[config.mk]
export PLATFORM = sky130hd
export DESIGN_NAME = trimmed_mean_sample_averager_top
export DESIGN_NICKNAME = d
export VERILOG_FILES = /design/src/hw/rtl/tmsa_pkg.sv /design/src/hw/rtl/tmsa_accum.sv /design/src/hw/rtl/tmsa_divider.sv /design/src/hw/rtl/trimmed_mean_sample_averager_top.sv
export VERILOG_INCLUDE_DIRS = /design/src /design/src/hw/rtl
export SDC_FILE = /design/constraint.sdc
export NUM_CORES = 1
export LEC_CHECK = 0
export BUFFER_PORTS_ARGS = -buffer_cell sky130_fd_sc_hd__buf_2
export CAP_MARGIN = 20
export CORE_MARGIN = 2
export CORE_UTILIZATION = 40
export CTS_BUF_LIST = sky130_fd_sc_hd__clkbuf_4 sky130_fd_sc_hd__clkbuf_8
export DETAILED_ROUTE_END_ITERATION = 16
export PLACE_DENSITY = 0.68
export SLEW_MARGIN = 20
export SYNTH_ARGS = -nofsm -noshare
export SYNTH_HDL_FRONTEND = slang
export SYNTH_SLANG_ARGS = --single-unit
[constraint.sdc]
create_clock -name clk -period 4.9 [get_ports clk]
set_clock_uncertainty 0.05 [all_clocks]
set_input_delay 0.98 -clock clk [delete_from_list [all_inputs] [get_ports clk]]
set_output_delay 0.98 -clock clk [all_outputs]
set_load 0.01 [all_outputs]
[src/hw/rtl/trimmed_mean_sample_averager_top_assert.svh]
// Assertion macros shared by the trimmed-mean averager RTL.
`ifndef TRIMMED_MEAN_SAMPLE_AVERAGER_TOP_ASSERT_SVH
`define TRIMMED_MEAN_SAMPLE_AVERAGER_TOP_ASSERT_SVH

`ifndef ASSERT_OFF
`define TMSA_ASSERT(label, clock, reset, prop, msg) \
  label: assert property (@(posedge clock) disable iff (reset) prop) else $error(msg);
`define TMSA_ASSERT_NEVER(label, clock, reset, cond, msg) \
  label: assert property (@(posedge clock) disable iff (reset) !(cond)) else $error(msg);
`else
`define TMSA_ASSERT(label, clock, reset, prop, msg)
`define TMSA_ASSERT_NEVER(label, clock, reset, cond, msg)
`endif

`endif

[src/hw/rtl/tmsa_pkg.sv]
// Shared constants, types and states of the trimmed-mean averager.
package tmsa_pkg;

  localparam int MAX_SAMPLES = 20;
  localparam int SAMPLE_BITS = 12;
  localparam int CNT_W       = $clog2(MAX_SAMPLES + 1);
  localparam int SUM_W       = SAMPLE_BITS + CNT_W;
  localparam int STEP_W      = $clog2(SUM_W + 1);
  localparam int CFG_W       = 8;
  localparam int AVG_W       = 12;
  localparam int IN_DATA_W   = 16;
  localparam int OUT_DATA_W  = 16;

  typedef struct packed {
    logic [SUM_W-1:0]       sum;
    logic [SAMPLE_BITS-1:0] largest;
    logic [SAMPLE_BITS-1:0] smallest;
    logic [CNT_W-1:0]       ok_count;
    logic [CNT_W-1:0]       attempts;
  } accum_t;

  typedef struct packed {
    logic             start;
    logic [SUM_W-1:0] dividend;
    logic [CNT_W-1:0] divisor;
  } div_req_t;

  typedef struct packed {
    logic             busy;
    logic [SUM_W-1:0] quotient;
  } div_stat_t;

  typedef enum logic [1:0] {
    ST_IDLE,
    ST_TRIM,
    ST_DIV,
    ST_OUT
  } state_t;

endpackage

[src/hw/rtl/tmsa_accum.sv]
// Burst accumulator: running sum, maximum, minimum and counts.
module tmsa_accum import tmsa_pkg::*; (
  input  logic                   clk,
  input  logic                   rst,
  input  logic                   load,
  input  logic                   clear,
  input  logic [SAMPLE_BITS-1:0] sample,
  input  logic                   sample_ok,
  output accum_t                 acc
);

  accum_t acc_next;

  always_comb begin
    acc_next = acc;
    if (clear) begin
      acc_next.sum      = '0;
      acc_next.largest  = '0;
      acc_next.smallest = '1;
      acc_next.ok_count = '0;
      acc_next.attempts = '0;
    end else if (load) begin
      if (sample_ok) begin
        acc_next.sum      = acc.sum + {{(SUM_W - SAMPLE_BITS){1'b0}}, sample};
        acc_next.ok_count = acc.ok_count + CNT_W'(1);
        if (sample > acc.largest) begin
          acc_next.largest = sample;
        end
        if (sample < acc.smallest) begin
          acc_next.smallest = sample;
        end
      end
      acc_next.attempts = acc.attempts + CNT_W'(1);
    end
  end

  always_ff @(posedge clk) begin
    if (rst) begin
      acc.sum      <= '0;
      acc.largest  <= '0;
      acc.smallest <= '1;
      acc.ok_count <= '0;
      acc.attempts <= '0;
    end else begin
      acc <= acc_next;
    end
  end

endmodule

[src/hw/rtl/tmsa_divider.sv]
// Restoring divider, one quotient bit per cycle through a shared subtractor.
module tmsa_divider import tmsa_pkg::*; (
  input  logic      clk,
  input  logic      rst,
  input  div_req_t  req,
  output div_stat_t stat
);

  logic [SUM_W-1:0]  quo;
  logic [CNT_W-1:0]  rem;
  logic [CNT_W-1:0]  divisor;
  logic [STEP_W-1:0] steps;
  logic              busy;

  logic [CNT_W:0]    rem_shift;
  logic [CNT_W:0]    rem_diff;
  logic              fits;

  always_comb begin
    rem_shift = {rem, quo[SUM_W-1]};
    rem_diff  = rem_shift - {1'b0, divisor};
    fits      = rem_shift >= {1'b0, divisor};
  end

  always_ff @(posedge clk) begin
    if (rst) begin
      busy  <= 1'b0;
      steps <= '0;
    end else if (req.start) begin
      busy  <= 1'b1;
      steps <= STEP_W'(SUM_W);
    end else if (busy) begin
      steps <= steps - STEP_W'(1);
      if (steps == STEP_W'(1)) begin
        busy <= 1'b0;
      end
    end
  end

  always_ff @(posedge clk) begin
    if (req.start) begin
      quo     <= req.dividend;
      rem     <= '0;
      divisor <= req.divisor;
    end else if (busy) begin
      quo <= {quo[SUM_W-2:0], fits};
      rem <= fits ? rem_diff[CNT_W-1:0] : rem_shift[CNT_W-1:0];
    end
  end

  assign stat.busy     = busy;
  assign stat.quotient = quo;

endmodule

[src/hw/rtl/trimmed_mean_sample_averager_top.sv]
// Top level of the trimmed-mean sample averager with burst sequencer.
// Each input word is one conversion attempt; an attempt that does not end the
// burst is accepted in the idle state, which keeps s_tready high. The attempt
// that ends the burst (count of attempts reaching the clamped sample_count)
// starts the result path with s_tready low: the trim state forms the trimmed
// sum and divisor (largest and smallest are dropped only when more than two
// samples were valid), the divide state runs the divider for 17 quotient bits
// at one bit per cycle and waits to see it finish, and the output state loads
// the output register once the previous result there has been taken. An empty
// burst skips the divider. The result waits in the output register while the
// next burst is taken in. sample_count resets to 1; the user is to write it
// through the cfg channel only while the block is idle, which the block
// itself does not enforce.
`include "trimmed_mean_sample_averager_top_assert.svh"

module trimmed_mean_sample_averager_top import tmsa_pkg::*; (
  input  logic                  clk,
  input  logic                  rst,
  input  logic                  s_tvalid,
  output logic                  s_tready,
  input  logic [IN_DATA_W-1:0]  s_tdata,   // [11:0] sample
  input  logic                  s_tuser,   // [0] sample_ok
  output logic                  m_tvalid,
  input  logic                  m_tready,
  output logic [OUT_DATA_W-1:0] m_tdata,   // [11:0] average
  output logic                  m_tuser,   // [0] no_valid
  input  logic                  cfg_valid,
  output logic                  cfg_ready,
  input  logic [CFG_W-1:0]      cfg_data
);

  state_t    state;
  state_t    state_next;
  accum_t    acc;
  div_req_t  div_req;
  div_stat_t div_stat;

  logic [CFG_W-1:0] sample_count;
  logic [CNT_W-1:0] burst_len;
  logic [CNT_W:0]   attempts_inc;
  logic             s_acc;
  logic             burst_done;
  logic             acc_clear;
  logic             out_free;
  logic             out_load;
  logic             res_err;

  assign cfg_ready = 1'b1;
  assign s_acc     = s_tvalid && s_tready;
  assign out_free  = !m_tvalid || m_tready;

  always_ff @(posedge clk) begin
    if (rst) begin
      sample_count <= CFG_W'(1);
    end else if (cfg_valid && cfg_ready) begin
      sample_count <= cfg_data;
    end
  end

  always_comb begin
    if (sample_count == '0) begin
      burst_len = CNT_W'(1);
    end else if (sample_count > CFG_W'(MAX_SAMPLES)) begin
      burst_len = CNT_W'(MAX_SAMPLES);
    end else begin
      burst_len = sample_count[CNT_W-1:0];
    end
    attempts_inc = {1'b0, acc.attempts} + (CNT_W + 1)'(1);
    burst_done   = attempts_inc >= {1'b0, burst_len};
  end

  tmsa_accum u_accum (
    .clk       (clk),
    .rst       (rst),
    .load      (s_acc),
    .clear     (acc_clear),
    .sample    (s_tdata[SAMPLE_BITS-1:0]),
    .sample_ok (s_tuser),
    .acc       (acc)
  );

  tmsa_divider u_divider (
    .clk  (clk),
    .rst  (rst),
    .req  (div_req),
    .stat (div_stat)
  );

  always_ff @(posedge clk) begin
    if (rst) begin
      state <= ST_IDLE;
    end else begin
      state <= state_next;
    end
  end

  always_comb begin
    state_next       = state;
    s_tready         = 1'b0;
    acc_clear        = 1'b0;
    out_load         = 1'b0;
    div_req.start    = 1'b0;
    div_req.dividend = acc.sum;
    div_req.divisor  = acc.ok_count;
    if (acc.ok_count > CNT_W'(2)) begin
      div_req.dividend = acc.sum - {{(SUM_W - SAMPLE_BITS){1'b0}}, acc.largest}
                                 - {{(SUM_W - SAMPLE_BITS){1'b0}}, acc.smallest};
      div_req.divisor  = acc.ok_count - CNT_W'(2);
    end
    unique case (state)
      ST_IDLE: begin
        s_tready = 1'b1;
        if (s_acc && burst_done) begin
          state_next = ST_TRIM;
        end
      end
      ST_TRIM: begin
        acc_clear = 1'b1;
        if (acc.ok_count == '0) begin
          state_next = ST_OUT;
        end else begin
          div_req.start = 1'b1;
          state_next    = ST_DIV;
        end
      end
      ST_DIV: begin
        if (!div_stat.busy) begin
          state_next = ST_OUT;
        end
      end
      ST_OUT: begin
        if (out_free) begin
          out_load   = 1'b1;
          state_next = ST_IDLE;
        end
      end
      default: begin
        state_next = ST_IDLE;
      end
    endcase
  end

  always_ff @(posedge clk) begin
    if (state == ST_TRIM) begin
      res_err <= acc.ok_count == '0;
    end
  end

  always_ff @(posedge clk) begin
    if (rst) begin
      m_tvalid <= 1'b0;
    end else if (out_load) begin
      m_tvalid <= 1'b1;
    end else if (m_tready) begin
      m_tvalid <= 1'b0;
    end
  end

  always_ff @(posedge clk) begin
    if (out_load) begin
      m_tuser <= res_err;
      if (res_err) begin
        m_tdata <= '0;
      end else begin
        m_tdata <= {{(OUT_DATA_W - AVG_W){1'b0}}, div_stat.quotient[AVG_W-1:0]};
      end
    end
  end

  `TMSA_ASSERT(a_div_only_in_div, clk, rst, div_stat.busy |-> state == ST_DIV,
               "divider busy outside divide state")
  `TMSA_ASSERT(a_burst_end_trim, clk, rst, (s_acc && burst_done) |=> state == ST_TRIM,
               "burst end did not start result path")
  `TMSA_ASSERT(a_err_zero, clk, rst, (m_tvalid && m_tuser) |-> m_tdata == '0,
               "error result with nonzero average")
  `TMSA_ASSERT_NEVER(a_attempts_range, clk, rst, acc.attempts > CNT_W'(MAX_SAMPLES),
                     "attempt count beyond maximum burst")

endmodule
# --- After elaboration in Yosys (flattened, before gate mapping) ---
# Index checks and enable logic that the tools add are counted.
word_totals:
  reg_bits: 113
  inputBits: 30
  output_inout_bits: 20
  wordCells: 79
classes:
  add_sub_neg: 9
  n_lt_le_gt_ge: 6
  n_eq_ne: 7
  n_mux: 24
  reduce_logical: 15
op_table:
  columns: ["op", "n"]
  rows:
  - ["17-bit two-way mux", 2]
  - ["17-bit by 12-bit subtractor with 17-bit output", 2]
  - ["5-bit two-way mux", 5]
  - ["22-bit two-way mux", 1]
  - ["17-bit by 12-bit adder with 17-bit output", 1]
  - ["6-bit by 5-bit greater-or-equal comparator with 1-bit output", 2]
  - ["12-bit greater-than comparator", 1]
  - ["12-bit less-than comparator", 1]
  - ["1-bit two-way mux", 12]
  - ["5-bit by 1-bit adder with 5-bit output (second input constant)", 2]
  - ["3-bit AND reduction", 3]
  - ["8-bit by 5-bit greater-than comparator with 1-bit output (second input constant)", 1]
  - ["8-bit zero test", 1]
  - ["2-bit case mux with 4 select lines", 1]
  - ["5-bit by 1-bit adder with 6-bit output (second input constant)", 1]
  - ["2-bit two-way mux", 3]
  - ["2-bit != test (second input constant)", 3]
  - ["5-bit by 1-bit equality test with 1-bit output (second input constant)", 1]
  - ["5-bit by 2-bit greater-than comparator with 1-bit output (second input constant)", 1]
  - ["5-bit zero test", 1]
  - ["5-bit by 1-bit subtractor with 5-bit output (second input constant)", 1]
  - ["5-bit by 2-bit subtractor with 5-bit output (second input constant)", 1]
  - ["5-bit subtractor", 1]
  - ["2-bit equality test (second input constant)", 2]
  - ["other kinds (8)", 11]

# --- Depth between registers and ports, before layout ---
# Gate-level depths: netlist (run 1).
logic_depth:
  word_depth: 7
  ltp_mapped: 10
  mapped_depth_nobuf: 10

# --- By module ---
# From an unflattened synthesis (run 1), not the netlist that was laid out.
hier_totals:
  hier_cells: 858
  hier_area_um2: 7643.6
modules_own_cells:
  columns: ["module", "instances", "cells_per_inst", "area_each_um2", "seq_area_each_um2"]
  rows:
  - ["tmsa_accum", 1, 398, 3300.7, 1021.0]
  - ["trimmed_mean_sample_averager_top", 1, 332, 2746.4, 640.6]
  - ["tmsa_divider", 1, 128, 1596.5, 880.8]

# --- Least setup slack after synthesis (run 1) ---
# No wires, ideal clock.
synth_timing:
  kind: "input port to flip-flop"
  from: "in s_tdata[0]"
  to: "reg u_accum.acc[48] (netlist name)"
  setup_ns: 0.070
  arrival_ns: 2.605
  t_required_ns: 4.780
  slack_ns: 2.174
  cell_stages: 9
  n_path_buf: 0
  cell_sequence: "ha_1 > inv_1 > fa_1 > nand2b_1 > a21oi_1 > o31a_1 > a221oi_2 > or3_1 > a21oi_1"
synth_via:
  elab_chain_cells: 1
synth_lines:
  columns: ["element", "line", "rtl"]
  rows:
  - ["from (decl)", "trimmed_mean_sample_averager_top.sv:21", "input logic [IN_DATA_W-1:0] s_tdata,"]
  - ["17-bit by 12-bit adder with 17-bit output", "tmsa_accum.sv:24", "acc_next.sum = acc.sum + {{(SUM_W - SAMPLE_BITS){1'b0}}, sample};"]
# Every way passes these cells.
# A chain may end at the register's enable or synchronous reset.

# --- Worst setup path after layout (run 1) ---
layout_timing:
  from: "reg u_accum.acc[12] (netlist name)"
  to: "reg u_divider.quo[14] (data pin)"
layout_via:
  elab_chain_cells: 3
layout_lines:
  columns: ["element", "line", "rtl"]
  rows:
  - ["17-bit by 12-bit subtractor with 17-bit output", "trimmed_mean_sample_averager_top.sv:107", "- {{(SUM_W - SAMPLE_BITS){1'b0}}, acc.smallest};"]
  - ["22-bit two-way mux", "trimmed_mean_sample_averager_top.sv:105", "if (acc.ok_count > CNT_W'(2)) begin"]
  - ["17-bit two-way mux", "tmsa_divider.sv:41", "if (req.start) begin"]
  - ["to (signal assigned)", "tmsa_divider.sv:42", "quo <= req.dividend;"]
  - ["to (signal assigned)", "tmsa_divider.sv:46", "quo <= {quo[SUM_W-2:0], fits};"]
  - ["to (decl)", "tmsa_divider.sv:9", "logic [SUM_W-1:0] quo;"]
# Every way passes these cells.

==> results of run 1 <==
## cells in the mapped netlist, drive strengths merged (10+ instances only)
cell    count  area [um2]
xnor2      20         175
nand3      47         285
inv        59         221
fa         14         280
o21ai      45         229
a21oi      59         299
xor2       11        96.3
nor3       17         111
a21o       12        90.1
mux2i      24         240
nor2b      22         138
or3        10        62.6
buf        21         141
nand2      51         191
edfxtp     36        1080
ha         72         901
clkbuf     13        48.8
nand4      13        81.3
dfxtp      73        1460
nor2       56         210
## layer usage
layer | global-route usage | wire (um)
met1 | 0.230 | 7620
met2 | 0.250 | 6850
met3 | 0.0242 | 532
met4 | 0.0601 | 308
met5 | 0 | 0
## power groups by stage
stage               Combinational (mW)  Clock, mW  Sequential (mW)
finish                            2.20      0.577             1.23
floorplan                         1.75          0             1.20
global route                      2.48      0.629             1.25
detailed placement                2.17          0             1.25
global placement                  2.15          0             1.25
CTS                               2.19      0.594             1.23
## cells in the final DEF (no fill, tap or decap), types with 12 or more instances in the layout
cell type,instances
mux2i_1,24
edfxtp_1,36
ha_1,72
nand2_1,51
buf_2,40
nand3_1,37
fa_1,14
xnor2_1,20
o21ai_0,21
dfxtp_1,73
inv_1,58
nor2b_1,22
nand4_1,13
a21oi_1,58
nor3_1,13
nor2_1,56
a21o_1,12
o21ai_1,23
## sequential cells by signal, indices dropped and copies added (netlist names)
| name | cells |
|---|---|
| m_tuser | 1 |
| state | 2 |
| u_divider.rem | 5 |
| res_err | 1 |
| m_tdata | 12 |
| u_divider.divisor | 5 |
| u_divider.quo | 17 |
| sample_count | 8 |
| u_divider.steps | 5 |
| u_accum.acc | 51 |
| u_divider.busy | 1 |
| m_tvalid | 1 |
## through the flow
step / setup WS (ns) / area [um2]
global route: 1.79 / 7800
finish: 1.92 / 7800
CTS: 1.93 / 7800
global placement: 1.73 / 7610
detailed placement: 1.72 / 7610
floorplan: 2.17 / 7260
## worst max-delay path, delay by kind of cell (launching register included)
family,cells,cell delay [ns]
flip-flops,1,0.36
adder cells (fa/ha/maj),2,0.86
AO/OA/AOI/OAI,4,1.04
buffers and inverters,1,0.08
AND/OR/NAND/NOR,2,0.33
## logic make-up after synthesis
| family | count (synthesis) | synth area share |
|---|---|---|
| multiplexers | 24 | 0.0331 |
| AND/OR/NAND/NOR | 258 | 0.192 |
| XOR/XNOR | 31 | 0.0375 |
| other | 2 | 0.00104 |
| flip-flops | 109 | 0.351 |
| adder cells (fa/ha/maj) | 86 | 0.163 |
| buffers and inverters | 93 | 0.0568 |
| AO/OA/AOI/OAI | 182 | 0.166 |
## cell type report
type	instances	share of cell area
repair buffers	46	0.0314
clock buffers	10	0.0168
inverters	59	0.0284
multi-input cells	586	0.552
clock inverters	6	0.00866
flip-flops and latches	109	0.326
well taps	229	0.0367
## worst paths after layout
| path | startpoint | to | depth (start not counted) |
|---|---|---|---|
| setup / recovery | u_accum.acc[12]$_SDFFE_PP1P_ | u_divider.quo[14]$_DFFE_PP_ | 9 |
| hold / removal | u_accum.acc[12]$_SDFFE_PP1P_ | u_accum.acc[12]$_SDFFE_PP1P_ | 2 |
| setup reg to reg | u_accum.acc[12]$_SDFFE_PP1P_ | u_divider.quo[14]$_DFFE_PP_ | 9 |
| hold reg to reg | u_accum.acc[12]$_SDFFE_PP1P_ | u_accum.acc[12]$_SDFFE_PP1P_ | 2 |
==> results.json, run 1 <==
{
  "status": "completed",
  "peakVddDrop_uv": 189,
  "maxCapViolCount": 0,
  "grt_util_all_layers": 0.162,
  "synthesis.area_mm2": 0.00725,
  "rrSetupSlack_ns": 1.92,
  "clkLatencyLatePin_ns": 0.40,
  "vias": 5586,
  "synth_edf_count": 36,
  "num_rows": 49,
  "synth_seq_area_share": 0.351,
  "grt_max_degree": 39,
  "layout-drive-gt1-share": 0.114,
  "slowest_delay_ns": 0.49,
  "die_x_um": 139,
  "synth_cells": 785,
  "numClockSinks": 109,
  "internal-power_mw": 2.22,
  "dr.first_iter.drc_count": 305,
  "grt_pass1_wl_um": 25700,
  "syn2layout_area_growth_pct": 7.68,
  "yosysWarnings": 0,
  "post-route-period-util": 0.608,
  "final_util": 0.437,
  "final_nets": 927,
  "grt.overflow.total": 0,
  "fin_cells": 1045,
  "drc": 0,
  "clockBufferDepth": 2,
  "hold_path.class": "reg -> reg",
  "cp_max_fo": 5,
  "design.core.area_mm2": 0.0178,
  "postCtsSetupRepairBufs": 0,
  "dp_cells": 1029,
  "ant_nets": 0,
  "dr.pass1.iters": 5,
  "worstMarginPinSlew_ns": 0.946,
  "arrival_ns": 3.09,
  "io_buffers": 40,
  "avgSynthCellArea_um2": 9.23,
  "multi_input_area_mm2": 0.00431,
  "fin_crit_ns": 2.98,
  "viasPerCell": 5.35,
  "clkTransAtPathRegs_ns": 0.11,
  "crit_path_top_delay_cell": "fa_1",
  "end_kind": "flop",
  "path_cells": "inv_1, fa_1, ha_1, and2b_2, o2111ai_2, a21oi_1, o21bai_1, nor4_1, o32a_1",
  "crit_type": "reg -> reg",
  "max_freq_mhz": 336,
  "antenna_cells": 0,
  "cts_resized": 0,
  "hold_viol": 0,
  "whs_ns": 0.440,
  "root_buffer": "clkbuf_8",
  "cts_tree": "yes",
  "grt_pass1_vias": 5227,
  "total_power_mw": 4.00,
  "setup-tns-final_ns": 0,
  "slew_violations": 0,
  "p_sw_mw": 1.78,
  "p_per_area_mw_per_mm2": 513,
  "ys_seq_elements": 109,
  "dieArea_mm2": 0.0192,
  "routedWlPerCell_um": 14.6,
  "async_flop_share": 0,
  "synthDistinctLibCells": 74,
  "hold_buffers": 0,
  "synth_flop_cell": "dfxtp_1",
  "fp.dieH_um": 139,
  "start_kind": "flop",
  "seq_area_mm2": 0.00254,
  "required_ns": 5.01,
  "dp_hpwl_um": 11800,
  "gp_routability_congestion": 0.884,
  "antenna_found_initial": 0,
  "p_leak_nw": 3.26,
  "start_util": 0.406,
  "maxSlewHeadroom": 0.361,
  "combinationalPowerShare": 0.548,
  "switching_share": 0.444,
  "finalWirelength_um": 15300,
  "cts_buffers": 9,
  "power_frac_clock": 0.144,
  "htreeDepth": 3,
  "pwr-share-seq": 0.307,
  "ios": 50,
  "setup_viol": 0,
  "fill_cells": 1741,
  "rsz0062_at_grt": "false"
}
No activity file was read; power rests on OpenSTA's default activity.
==> inputs of run 2 (changes only) <==
PLACE_DENSITY = 0.7   (was 0.68)
clock period = 2.6 ns   (was 4.9 ns; I/O delays follow)
==> results.json, run 2 (synthesis gave the netlist of run 1 again) <==
{
  "max_freq_mhz": 371,
  "p_per_area_mw_per_mm2": 1110,
  "io_buffers": 40,
  "maxCapViolCount": 0,
  "fill_cells": 1603,
  "power_frac_clock": 0.120,
  "final_cell_mix": "88 x buf_4, 67 x dfxtp_1, 62 x ha_1, 56 x nor2_1, 53 x inv_1",
  "crit_start": "u_accum.acc[12]$_SDFFE_PP1P_",
  "total_power_mw": 9.69,
  "top_regs": "u_accum.acc x51, u_divider.quo x17, m_tdata x12",
  "min_from": "cfg_data[0]",
  "cp_max_fo": 4,
  "grt_pass1_wl_um": 26800,
  "setup_viol": 3,
  "final_cell_area_mm2": 0.00874,
  "switching_share": 0.408,
  "hold_buffers": 0,
  "hold_viol": 0,
  "cts_tree": "yes",
  "hold_path.class": "in -> reg",
  "required_ns": 2.70,
  "ant_nets": 0,
  "rrSetupSlack_ns": -0.1,
  "dp_hpwl_um": 12300,
  "combinationalPowerShare": 0.645,
  "layout-drive-gt1-share": 0.243,
  "root_buffer": "clkbuf_8",
  "maxSlewHeadroom": 0.520,
  "drc": 0,
  "crit_type": "reg -> reg",
  "antenna_found_initial": 0,
  "num_rows": 49,
  "p_leak_nw": 3.70,
  "final_nets": 1011,
  "finalWirelength_um": 16000,
  "clkTransAtPathRegs_ns": 0.11,
  "setup_slack_ns": -0.0962,
  "clkLatencyLatePin_ns": 0.40,
  "seq_area_mm2": 0.00255,
  "regMostFlops": "u_accum.acc",
  "dr.pass1.iters": 5,
  "grt.overflow.total": 0,
  "fin_crit_ns": 2.70,
  "mostFrequentLayoutCell": "buf_4",
  "arrival_ns": 2.80,
  "viasPerCell": 5.17,
  "largest_register_ffs": 51,
  "antenna_cells": 0,
  "start_kind": "flop",
  "numClockSinks": 109,
  "setup-tns-final_ns": -0.220,
  "gp_routability_congestion": 0.885,
  "die_x_um": 139,
  "violations": "setup timing",
  "syn2layout_area_growth_pct": 20.6,
  "fp.dieH_um": 139,
  "vias": 5833,
  "worst_r2r_endpoint": "u_divider.quo[14]$_DFFE_PP_",
  "internal-power_mw": 5.73,
  "design.core.area_mm2": 0.0178,
  "routedWlPerCell_um": 14.2,
  "rsz0062_at_grt": "true",
  "cts_buffers": 9,
  "grt_pass1_vias": 5612,
  "ios": 50,
  "p_sw_mw": 3.95,
  "status": "complete, but fails checks",
  "slew_violations": 0,
  "dr.first_iter.drc_count": 401,
  "multi_input_area_mm2": 0.00458,
  "placed_area_mm2": 0.00826,
  "pwr-share-seq": 0.234,
  "grt_util_all_layers": 0.168,
  "dieArea_mm2": 0.0192,
  "worstMarginPinSlew_ns": 0.720,
  "holdPathStages": 2,
  "post-route-period-util": 1.04,
  "end_kind": "flop",
  "hold_end": "sample_count[0]$_SDFFE_PP1P_",
  "htreeDepth": 3,
  "reg2regPathDepth": 8,
  "grt_max_degree": 30,
  "start_util": 0.406,
  "clockBufferDepth": 2,
  "peakVddDrop_uv": 546,
  "timing.rr.start": "u_accum.acc[12]$_SDFFE_PP1P_"
}
==> run 2: cell count changes in the layout (fill, tap and decap cells not counted), moves of 3 or more <==
cell and delta:
dfxtp_1 -6, inv_2 +5, ha_1 -10, dfxtp_2 +6
a21oi_1 -9, inv_1 -5, ha_4 +10, a21oi_2 +8
nor3_1 -3, buf_4 +82
==> run 2: layer usage <==
| layer | routed length (um) | global-route usage | vias to the layer above | share of wire |
|---|---|---|---|---|
| met3 | 696 | 0.0273 | 24 | 0.043 |
| met5 | 0 | 0 | - | 0 |
| met1 | 7740 | 0.232 | 2647 | 0.48 |
| met4 | 378 | 0.0654 | 0 | 0.024 |
| li1 | - | - | 3035 | - |
| met2 | 7220 | 0.265 | 127 | 0.45 |
==> run 2: per-stage QoR <==
stage	utilization	std cells	setup WS [ns]	hold WS [ns]
after floorplan	-	788	0.00261	0.409
after global placement	0.463	1107	-0.0856	0.424
after detailed placement	0.463	1107	-0.140	0.430
after CTS	0.479	1125	-0.0833	0.250
after global routing	0.490	1129	-0.201	0.274
final	0.490	1129	-0.0962	0.264
==> run 2: what timing repair did <==
item | CTS | global route
buffers inserted | 2 | 4
setup endpoints to repair | 7 | 14
hold endpoints to repair | 0 | 0
resized for setup | 11 | 35
pin swaps | 9 | 21
==> run 2: how the worst max path moves through the flow <==
| stage | depth (start not counted) | end | slack [ns] |
|---|---|---|---|
| global placement | 9 | u_divider.quo[14]$_DFFE_PP_ | -0.09 |
| global route | 10 | u_divider.quo[12]$_DFFE_PP_ | -0.20 |
| finish | 8 | u_divider.quo[14]$_DFFE_PP_ | -0.1 |
| detailed placement | 10 | u_divider.quo[14]$_DFFE_PP_ | -0.14 |
| CTS | 9 | u_divider.quo[14]$_DFFE_PP_ | -0.08 |
| floorplan | 9 | u_divider.quo[14]$_DFFE_PP_ | 0.003 |
==> run 2: area by class of cell <==
| type | instances | share of cell area |
|---|---|---|
| Clock inverter | 7 | 0.0110 |
| Tap cell | 229 | 0.0328 |
| Inverter | 59 | 0.0253 |
| Clock buffer | 9 | 0.0142 |
| Timing Repair Buffer | 130 | 0.101 |
| Multi-Input combinational cell | 586 | 0.524 |
| Sequential cell | 109 | 0.292 |
==> run 2: power groups by stage <==
stage,Sequential (mW),Combinational [mW],Clock [mW]
after floorplan,2.27,3.53,0
after global placement,2.28,5.24,0
after detailed placement,2.29,5.31,0
after CTS,2.26,5.58,1.19
after global routing,2.32,6.89,1.26
final,2.27,6.25,1.17
==> run 2: worst max-delay path, cell delays in order (launching register included) <==
cell	delay [ns]
dfxtp_2	0.35
inv_2	0.05
fa_1	0.52
ha_4	0.29
and2b_2	0.17
o2111ai_4	0.15
a2111oi_4	0.41
nor3_1	0.09
o32a_1	0.35
